[config.mk]
export PLATFORM = sky130hd
export DESIGN_NAME = murmur2_hash_32
export DESIGN_NICKNAME = d
export VERILOG_FILES = /design/src/design/mhash_pkg.sv /design/src/design/mhash_ctrl.sv /design/src/design/mhash_dp.sv /design/src/design/murmur2_hash_32.sv
export VERILOG_INCLUDE_DIRS = /design/src /design/src/design
export SDC_FILE = /design/constraint.sdc
export NUM_CORES = 1
export LEC_CHECK = 0
export BUFFER_PORTS_ARGS = -buffer_cell sky130_fd_sc_hd__clkbuf_2
export CAP_MARGIN = 30
export CORE_MARGIN = 3
export CORE_UTILIZATION = 65
export CTS_CLUSTER_DIAMETER = 150
export CTS_CLUSTER_SIZE = 12
export DETAILED_ROUTE_END_ITERATION = 7
export HOLD_SLACK_MARGIN = 0.06
export PLACE_DENSITY = 0.87
export SKIP_LAST_GASP = 1
export SYNTH_ARGS = -nofsm -noshare
export SYNTH_HDL_FRONTEND = slang
export SYNTH_SLANG_ARGS = --single-unit
[constraint.sdc]
create_clock -name clk -period 22.7 [get_ports clk]
set_input_delay 2.27 -clock clk [delete_from_list [all_inputs] [get_ports clk]]
set_output_delay 2.27 -clock clk [all_outputs]
set_load 0.01 [all_outputs]
[src/design/assert_macros.svh]
// ----------------------------------------------------------------------------
// assert_macros.svh
// Shared concurrent assertion macros, clocked on clk, disabled in reset.
// ----------------------------------------------------------------------------
`ifndef ASSERT_MACROS_SVH
`define ASSERT_MACROS_SVH

// Property must hold at every clock edge out of reset.
`define MH_ASSERT(lbl, prop, msg) \
	lbl: assert property (@(posedge clk) disable iff (!arst_n) prop) else $error(msg);

// Condition must never be true out of reset.
`define MH_NEVER(lbl, cond, msg) \
	lbl: assert property (@(posedge clk) disable iff (!arst_n) !(cond)) else $error(msg);

`endif

[src/design/mhash_pkg.sv]
// ----------------------------------------------------------------------------
// mhash_pkg
// Types and constants shared by the MurmurHash2 controller and datapath.
// ----------------------------------------------------------------------------
package mhash_pkg;

	localparam logic [31:0] MIX_MUL     = 32'h5bd1e995;
	localparam int          MIX_SHIFT   = 24;
	localparam int          FIN_SHIFT_A = 13;
	localparam int          FIN_SHIFT_B = 15;
	localparam logic [31:0] SEED_RESET  = 32'd97;

	localparam logic [1:0]  REG_HASH_SEED = 2'd0;

	typedef enum logic [2:0] {
		OP_K1,
		OP_K2,
		OP_H,
		OP_T,
		OP_F
	} op_t;

	typedef struct packed {
		logic load;
		logic mul;
		op_t  op;
	} cmd_t;

	function automatic logic [31:0] tail_mask(input logic [1:0] cnt);
		logic [31:0] m;
		unique case (cnt)
			2'd1:    m = 32'h0000_00ff;
			2'd2:    m = 32'h0000_ffff;
			2'd3:    m = 32'h00ff_ffff;
			default: m = 32'h0000_0000;
		endcase
		return m;
	endfunction

endpackage

[src/design/mhash_ctrl.sv]
// ----------------------------------------------------------------------------
// mhash_ctrl
// Sequencer for the hash: accepts a request and steps the shared multiplier.
// ----------------------------------------------------------------------------
`include "assert_macros.svh"

module mhash_ctrl (
	input  logic                clk,
	input  logic                arst_n,
	input  logic                in_valid,
	output logic                in_stall,
	input  logic [2:0]          byte_count,
	input  logic                last_word,
	input  logic                out_busy,
	output mhash_pkg::cmd_t     cmd
);
	import mhash_pkg::*;

	typedef enum logic [2:0] {
		ST_IDLE,
		ST_K1,
		ST_K2,
		ST_H,
		ST_T,
		ST_FIN
	} state_t;

	state_t state_q;
	logic   last_q;
	logic   accept;

	assign in_stall = (state_q != ST_IDLE);
	assign accept   = in_valid && !in_stall;

	always_ff @(posedge clk or negedge arst_n) begin
		if (!arst_n) begin
			state_q <= ST_IDLE;
			last_q  <= 1'b0;
		end else begin
			unique case (state_q)
				ST_IDLE: begin
					if (accept) begin
						last_q <= last_word;
						priority if (byte_count[2])
							state_q <= ST_K1;
						else if (byte_count != 3'd0)
							state_q <= ST_T;
						else if (last_word)
							state_q <= ST_FIN;
						else
							state_q <= ST_IDLE;
					end
				end
				ST_K1: state_q <= ST_K2;
				ST_K2: state_q <= ST_H;
				ST_H:  state_q <= last_q ? ST_FIN : ST_IDLE;
				ST_T:  state_q <= last_q ? ST_FIN : ST_IDLE;
				ST_FIN: begin
					if (!out_busy)
						state_q <= ST_IDLE;
				end
				default: state_q <= ST_IDLE;
			endcase
		end
	end

	always_comb begin
		cmd.load = accept;
		cmd.mul  = 1'b0;
		cmd.op   = OP_K1;
		unique case (state_q)
			ST_K1:  begin cmd.mul = 1'b1; cmd.op = OP_K1; end
			ST_K2:  begin cmd.mul = 1'b1; cmd.op = OP_K2; end
			ST_H:   begin cmd.mul = 1'b1; cmd.op = OP_H;  end
			ST_T:   begin cmd.mul = 1'b1; cmd.op = OP_T;  end
			ST_FIN: begin cmd.mul = !out_busy; cmd.op = OP_F; end
			default: cmd.mul = 1'b0;
		endcase
	end

	`MH_ASSERT(a_full_word_mixes, (accept && byte_count[2]) |=> (state_q == ST_K1), "full word did not start k mixing")
	`MH_ASSERT(a_empty_mid_word, (accept && byte_count == 3'd0 && !last_word) |=> (state_q == ST_IDLE), "empty word left controller busy")

endmodule

[src/design/mhash_dp.sv]
// ----------------------------------------------------------------------------
// mhash_dp
// Datapath: word and accumulator registers, one shared multiplier by m,
// and the result register.
// ----------------------------------------------------------------------------
`include "assert_macros.svh"

module mhash_dp (
	input  logic                clk,
	input  logic                arst_n,
	input  mhash_pkg::cmd_t     cmd,
	input  logic [31:0]         hash_seed,
	input  logic [31:0]         data_word,
	input  logic [2:0]          byte_count,
	input  logic                first_word,
	input  logic [30:0]         key_length,
	output logic                out_busy,
	output logic                out_valid,
	input  logic                out_stall,
	output logic [31:0]         hash_value
);
	import mhash_pkg::*;

	logic [31:0] word_q;
	logic [1:0]  cnt_q;
	logic [31:0] h_q;
	logic [31:0] k_q;
	logic [31:0] hash_q;
	logic        out_valid_q;
	logic [31:0] mul_a;
	logic [31:0] prod;

	always_comb begin
		unique case (cmd.op)
			OP_K1:   mul_a = word_q;
			OP_K2:   mul_a = k_q;
			OP_H:    mul_a = h_q;
			OP_T:    mul_a = h_q ^ (word_q & tail_mask(cnt_q));
			OP_F:    mul_a = h_q ^ (h_q >> FIN_SHIFT_A);
			default: mul_a = word_q;
		endcase
	end

	assign prod = mul_a * MIX_MUL;

	always_ff @(posedge clk or negedge arst_n) begin
		if (!arst_n) begin
			h_q <= '0;
		end else if (cmd.load) begin
			if (first_word)
				h_q <= hash_seed ^ {1'b0, key_length};
		end else if (cmd.mul && cmd.op == OP_H) begin
			h_q <= prod ^ k_q;
		end else if (cmd.mul && cmd.op == OP_T) begin
			h_q <= prod;
		end
	end

	always_ff @(posedge clk) begin
		if (cmd.load) begin
			word_q <= data_word;
			cnt_q  <= byte_count[1:0];
		end
		if (cmd.mul && cmd.op == OP_K1)
			k_q <= prod ^ (prod >> MIX_SHIFT);
		else if (cmd.mul && cmd.op == OP_K2)
			k_q <= prod;
		if (cmd.mul && cmd.op == OP_F)
			hash_q <= prod ^ (prod >> FIN_SHIFT_B);
	end

	always_ff @(posedge clk or negedge arst_n) begin
		if (!arst_n)
			out_valid_q <= 1'b0;
		else if (cmd.mul && cmd.op == OP_F)
			out_valid_q <= 1'b1;
		else if (!out_stall)
			out_valid_q <= 1'b0;
	end

	assign out_busy   = out_valid_q && out_stall;
	assign out_valid  = out_valid_q;
	assign hash_value = hash_q;

	`MH_NEVER(a_no_overwrite, cmd.mul && cmd.op == OP_F && out_valid_q && out_stall, "result overwritten while stalled")
	`MH_ASSERT(a_acc_keeps, (cmd.load && !first_word) |=> $stable(h_q), "continuing word disturbed accumulator")

endmodule

[src/design/murmur2_hash_32.sv]
// ----------------------------------------------------------------------------
// murmur2_hash_32
// MurmurHash2 (32-bit) of a key streamed as little-endian words.
// A request is taken only while idle (in_stall is low). It then uses 3 steps
// of the shared multiplier for a full word, 1 for a partial word, none for an
// empty one, plus 1 finishing step on the last word (held while the result
// stalls). Result is valid in the cycle after the finishing step. Reset clears
// the accumulator and sets hash_seed to 97.
// ----------------------------------------------------------------------------
module murmur2_hash_32 (
	input  logic        clk,
	input  logic        arst_n,
	input  logic        psel,
	input  logic        penable,
	input  logic        pwrite,
	input  logic [1:0]  paddr,
	input  logic [31:0] pwdata,
	output logic [31:0] prdata,
	output logic        pready,
	input  logic        in_valid,
	output logic        in_stall,
	input  logic [31:0] data_word,
	input  logic [2:0]  byte_count,
	input  logic        first_word,
	input  logic        last_word,
	input  logic [30:0] key_length,
	output logic        out_valid,
	input  logic        out_stall,
	output logic [31:0] hash_value
);
	import mhash_pkg::*;

	logic [31:0] seed_q;
	logic        out_busy;
	cmd_t        cmd;

	assign pready = 1'b1;
	assign prdata = (paddr == REG_HASH_SEED) ? seed_q : '0;

	always_ff @(posedge clk or negedge arst_n) begin
		if (!arst_n)
			seed_q <= SEED_RESET;
		else if (psel && penable && pwrite)
			seed_q <= pwdata;
	end

	mhash_ctrl u_ctrl (
		.clk        (clk),
		.arst_n     (arst_n),
		.in_valid   (in_valid),
		.in_stall   (in_stall),
		.byte_count (byte_count),
		.last_word  (last_word),
		.out_busy   (out_busy),
		.cmd        (cmd)
	);

	mhash_dp u_dp (
		.clk        (clk),
		.arst_n     (arst_n),
		.cmd        (cmd),
		.hash_seed  (seed_q),
		.data_word  (data_word),
		.byte_count (byte_count),
		.first_word (first_word),
		.key_length (key_length),
		.out_busy   (out_busy),
		.out_valid  (out_valid),
		.out_stall  (out_stall),
		.hash_value (hash_value)
	);

endmodule
==> out/metrics.csv, run 1 <==
stage,metric,value,unit
run_status,status,completed,
detailed_routing,routed wire length,51.7,mm
sta,fin worst setup slack,12.52,ns
placement,DPL Wire Length,40.3,mm
setup_path,FF-to-FF End,u_dp.k_q[6]$_DFFE_PP_,
yosys,Syn Area/Cell,10.1,µm²
final_layout,fin nets,2410,
floorplanning,Rows,59,
yosys,Seq cells post-synth,167,
final_layout,Area Growth Syn to Fin,10.5,%
detailed_routing,initial DRC count,1591,
grt,initial antenna violation count,0,
final_layout,ant diodes,0,
yosys,Ys Warns,0,
yosys,asr flop ratio synth,0.413,
final_layout,layout cells sized above 1,0.156,
cts,Post-CTS Setup Bufs,0,
sta,relative slew slack,0.226,
detailed_routing,drt drc,0,
sta,# setup viols final,0,
sta,Max Clock Skew,0.0170,ns
setup_path,max incr delay on CP,0.68,ns
setup_path,CP max-delay cell,a221oi_1,
yosys,Netlist cell types,78,
yosys,post-synthesis sequential area ratio,0.265,
yosys,Synth area leader,fa_1,
final_layout,filler cell count,1804,
setup_path,R2R cell count,32,
floorplanning,Ports,176,
setup_path,worst path buffer plus inverter count,10,
cts,PostCTS Resize Cnt,0,
job,max cap viols,0,
setup_path,CP dominant cell by count,inv_1,
cts,clock root cell,clkbuf_16,
yosys,top-area cell type share of the netlist area,0.206,
cts,clock sinks,167,
yosys,Post-synth EDFFs,98,
yosys,Post-Syn Area,17600,µm²
sta,RSZ-0062 raised after global routing,no,
detailed_routing,WL/cell,22.9,µm
setup_path,CP top delay family,adder cells,
sta,Sum Neg Setup Slack,0,ns
placement,buffers added on ports,174,
floorplanning,die footprint,29100,µm²
cts,Num CTS Buffers,17,
placement,Routability Congestion,1.01,
cts,H-tree depth,4,
grt,global-route wire length before repair,79.8,mm
detailed_routing,number of nets still failing antenna checks after routing,0,
yosys,Commonest cells post-synth,"369 x inv_1, 213 x ha_1, 181 x fa_1, 106 x xnor2_1, 104 x nand2_1",
floorplanning,DIE HEIGHT,171,µm
yosys,"Top FF cell, synth",edfxtp_1,
setup_path,WP data required,22.87,ns
cts,clk buf depth,2,
cts,clk slew on worst S/H paths,0.08,ns
yosys,Syn Inst Count,1740,
placement,DP Worst Slack,12.70,ns
detailed_routing,vias per cell,6.11,
setup_path,r2r startpoint,u_ctrl.state_q[1]$_DFFE_PN0P_,
sta,period utilisation layout,0.449,
grt,Overflow after GRT,0,
setup_path,"Max FO, Critical Path",48,
grt,GRT Resource Usage Total,0.364,
setup_path,R2R Setup Slk,12.52,ns
setup_path,CP endpoint kind,register,
min_path,Hold Crit Class,register to register,
final_layout,fin cells,2255,
grt,vias in the first global route,14600,
cts,"Clk Latency, worst-skew pair",0.45,ns
sta,min Tclk post-route,10.18,ns
floorplanning,Die Width,171,µm
detailed_routing,via count of the routed design,13800,
sta,worst slew pin tran,1.15,ns
yosys,most frequent cell after synthesis,inv_1,
placement,Placed Instances,2222,
sta,Max Fclk,98.2,MHz
detailed_routing,Pre-antenna DRT Iters,6,
min_path,hold endpoint,seed_q[4]$_DFFE_PN0P_,
setup_path,Setup crit start kind,register,
cts,CTS tree,built,
sta,Final Hold Vio Count,0,
sta,"Slew Viols, Final",0,
setup_path,Setup CP Type,register to register,
floorplanning,Initial Util,0.668,
floorplanning,CORE AREA,26400,µm²
min_path,Min-Delay Path Depth,1,
yosys,Synth area leaders,"fa_1 21%, edfxtp_1 17%, ha_1 15%, dfrtp_1 9.4%, inv_1 7.9%",
cts,"Hold-fix buffers, CTS",0,
min_path,worst hold start,seed_q[4]$_DFFE_PN0P_,
yosys,net count after synthesis,2243,
grt,pin count of the biggest net entering global routing,70,
setup_path,CP Data Arrival Time,10.35,ns
[stage by stage]
stage | util | hold WS [ns] | cell area [µm²]
6_report | 0.739 | 0.554 | 19500
5_1_grt | 0.739 | 0.569 | 19500
4_1_cts | 0.738 | 0.544 | 19500
3_5_place_dp | 0.715 | 0.519 | 18800
3_3_place_gp | 0.715 | 0.505 | 18800
2_1_floorplan | - | 0.463 | 17600
[cell families after synthesis]
family	count (synthesis)	share of synthesized area
other	1	0.000213
AOI/OAI and AO/OA	284	0.104
and+or+nand+nor	283	0.0781
buffers and inverters	424	0.0939
adders and majority gates	394	0.357
xor gates and xnor gates	144	0.0749
DFF	167	0.265
muxes	43	0.0269
[registers in the layout (all words and copies together) (netlist names)]
name	cells
u_dp.hash_value	32
u_dp.out_valid	1
u_dp.word_q	32
u_dp.h_q	32
u_dp.k_q	32
seed_q	32
u_ctrl.state_q	3
u_dp.cnt_q	2
u_ctrl.last_q	1
[placed cells by master (no fill, tap or decap), types with 33 or more instances in the layout]
cell type    n
edfxtp_1    98
nor2_1      61
nand2_1    104
clkbuf_2   173
o21ai_0     73
fa_1       181
ha_1       213
inv_1      369
a21oi_1     64
and2_1      33
mux2_2      33
xor2_1      33
dfrtp_1     65
xnor2_1    106
[metal layers]
layer	track usage	vias up	wire, µm
met2	0.587	889	23800
met4	0.202	0	3640
met1	0.451	6635	18900
met3	0.0913	228	5390
met5	0	-	0
li1	-	6017	-
[final cells by class]
cell class / instances / area (µm²) / area share
Clock buffer: 17 / 425 / 0.0219
Timing Repair Buffer: 198 / 1050 / 0.0542
Tap cell: 335 / 419 / 0.0215
Inverter: 374 / 1400 / 0.0721
Clock inverter: 15 / 193 / 0.00990
Multi-Input combinational cell: 1149 / 11300 / 0.580
Sequential cell: 167 / 4670 / 0.240
[how the worst max path moves through the flow]
stage,start,to,slack [ns],depth (start not counted)
after floorplan,u_ctrl.state_q[1]$_DFFE_PN0P_,u_dp.k_q[6]$_DFFE_PP_,14.49,33
after global placement,u_ctrl.state_q[1]$_DFFE_PN0P_,u_dp.k_q[6]$_DFFE_PP_,12.49,31
after detailed placement,u_ctrl.state_q[1]$_DFFE_PN0P_,u_dp.k_q[6]$_DFFE_PP_,12.70,32
after CTS,u_ctrl.state_q[1]$_DFFE_PN0P_,u_dp.k_q[6]$_DFFE_PP_,12.67,32
after global routing,u_ctrl.state_q[1]$_DFFE_PN0P_,u_dp.k_q[6]$_DFFE_PP_,12.16,33
final,u_ctrl.state_q[1]$_DFFE_PN0P_,u_dp.k_q[6]$_DFFE_PP_,12.52,32
Power of run 1 is left out: the tool's default activity adds up to more than one toggle a clock period on the data nets, which glitch-free logic cannot reach.
==> inputs of run 2 (changes only) <==
- CORE_UTILIZATION: 65 -> 56
- PLACE_DENSITY: 0.87 -> 0.79
- clock period: 22.7 -> 9.1 ns (I/O delays scaled with it)
==> run 2 against run 1 <==
  * Critical path depth is 5 lower
  * First-iteration DRC count is 32% lower
  * Worst setup slack worse by 12 ns
  * Die area is 15% higher
==> out/metrics.csv, run 2 (same netlist as run 1, synthesis figures left out) <==
stage,metric,value,unit
run_status,status,completed,
detailed_routing,via count of the routed design,13400,
detailed_routing,initial DRC count,1074,
detailed_routing,Pre-antenna DRT Iters,7,
grt,pin count of the biggest net entering global routing,70,
setup_path,CP top delay family,adder cells,
cts,H-tree depth,4,
job,max cap viols,0,
detailed_routing,drt drc,0,
sta,# setup viols final,0,
setup_path,"Max FO, Critical Path",14,
sta,"Slew Viols, Final",0,
sta,RSZ-0062 raised after global routing,no,
floorplanning,Ports,176,
grt,GRT Resource Usage Total,0.324,
final_layout,Area Growth Syn to Fin,12.7,%
setup_path,worst path buffer plus inverter count,5,
cts,CTS tree,built,
final_layout,filler cell count,2423,
placement,Routability Congestion,0.990,
floorplanning,DIE HEIGHT,183,µm
sta,Sum Neg Setup Slack,0,ns
grt,Overflow after GRT,0,
sta,Final Hold Vio Count,0,
setup_path,WP data required,9.29,ns
floorplanning,die footprint,33600,µm²
cts,clock sinks,167,
min_path,Hold Crit Class,input port to async pin,
sta,Max Fclk,115,MHz
cts,"Clk Latency, worst-skew pair",0.45,ns
placement,DPL Wire Length,42.9,mm
placement,buffers added on ports,174,
final_layout,fin nets,2447,
setup_path,CP endpoint kind,register,
final_layout,layout cells sized above 1,0.173,
sta,period utilisation layout,0.957,
setup_path,CP Data Arrival Time,8.89,ns
setup_path,Setup crit start kind,register,
sta,relative slew slack,0.197,
grt,initial antenna violation count,1,
setup_path,CP max-delay cell,xnor2_1,
detailed_routing,vias per cell,5.72,
final_layout,"most common cell after layout, fill and taps aside",inv_1,
cts,clk buf depth,2,
grt,global-route wire length before repair,81.8,mm
detailed_routing,WL/cell,22.4,µm
floorplanning,CORE AREA,30800,µm²
floorplanning,Die Width,183,µm
final_layout,ant diodes,0,
final_layout,final core utilization,0.644,
cts,clk slew on worst S/H paths,0.07,ns
floorplanning,Rows,64,
grt,vias in the first global route,14300,
cts,clock root cell,clkbuf_16,
floorplanning,Initial Util,0.571,
detailed_routing,routed wire length,52.8,mm
sta,worst slew pin tran,1.20,ns
sta,min Tclk post-route,8.70,ns
setup_path,max incr delay on CP,0.82,ns
sta,final hold slack,0.332,ns
cts,Num CTS Buffers,17,
final_layout,most frequent cells in the layout,"369 x inv_1, 213 x ha_1, 181 x fa_1",
setup_path,CP dominant cell by count,ha_1,
sta,Max Clock Skew,0.0105,ns
setup_path,Setup CP Type,register to register,
detailed_routing,number of nets still failing antenna checks after routing,0,
==> run 2: repair_timing <==
| item | in CTS | in global routing |
|---|---|---|
| endpoints found under the hold margin | 0 | 0 |
| buffers inserted | 0 | 0 |
| hold buffers | 0 | 0 |
| gates resized for setup | 0 | 1 |
| setup endpoints to repair | 0 | 7 |
==> run 2: cell type report <==
| cell class | count | area [µm²] | share of cell area |
|---|---|---|---|
| Multi-Input combinational cell | 1149 | 11300 | 0.570 |
| Sequential cell | 167 | 4670 | 0.236 |
| Inverter | 374 | 1400 | 0.0707 |
| Timing Repair Buffer | 235 | 1350 | 0.0680 |
| Tap cell | 396 | 495 | 0.0250 |
| Clock buffer | 19 | 464 | 0.0234 |
| Clock inverter | 13 | 153 | 0.00769 |
==> run 2: final timing paths <==
path,startpoint,to,slack (ns),cells after the start
worst max-delay path,u_ctrl.state_q[2]$_DFFE_PN0P_,u_dp.k_q[3]$_DFFE_PP_,0.40,27
worst min-delay path,arst_n,seed_q[19]$_DFFE_PN0P_,0.33,2
worst max register to register,u_ctrl.state_q[2]$_DFFE_PN0P_,u_dp.k_q[3]$_DFFE_PP_,0.40,27
worst min register to register,seed_q[31]$_DFFE_PN0P_,seed_q[31]$_DFFE_PN0P_,0.55,1
max in group asynchronous,arst_n,seed_q[6]$_DFFE_PN1P_,8.20,3
min in group clk,seed_q[31]$_DFFE_PN0P_,seed_q[31]$_DFFE_PN0P_,0.55,1
==> run 2: worst reg2reg max path, cell delays in order, from the launching register on <==
cell and delay, ns:
dfrtp_1 0.64, and2b_1 0.25, nand2_1 0.29, buf_4 0.23
a31oi_1 0.12, a221oi_1 0.54, inv_1 0.18, buf_4 0.23
ha_1 0.21, ha_1 0.31, fa_1 0.53, fa_1 0.41
ha_1 0.29, ha_1 0.29, fa_1 0.50, inv_1 0.05
fa_1 0.48, inv_1 0.06, ha_1 0.37, nand3_1 0.11
nor3_1 0.58, o211ai_1 0.25, nand2_1 0.19, a21bo_1 0.13
a21oi_1 0.07, xnor2_1 0.82, nand2_1 0.15, xnor2_1 0.17
==> run 2: through the flow <==
step                      instances  setup slack, ns  cell area [µm²]
final                          2353            0.395            19800
after global routing           2353           0.0524            19800
after CTS                      2352            0.366            19800
after detailed placement       2320            0.411            19200
after global placement         2320            0.543            19200
after floorplan                1740            0.894            17600
==> run 2: routing by layer <==
metal  vias to the layer above  share of wire  GRT usage
li1                       6101              -          -
met3                       150          0.076     0.0557
met1                      6527           0.41      0.429
met2                       669           0.46      0.530
met4                         2          0.050      0.144
met5                         -        0.00019          0
Power of run 2 is left out for the same reason.
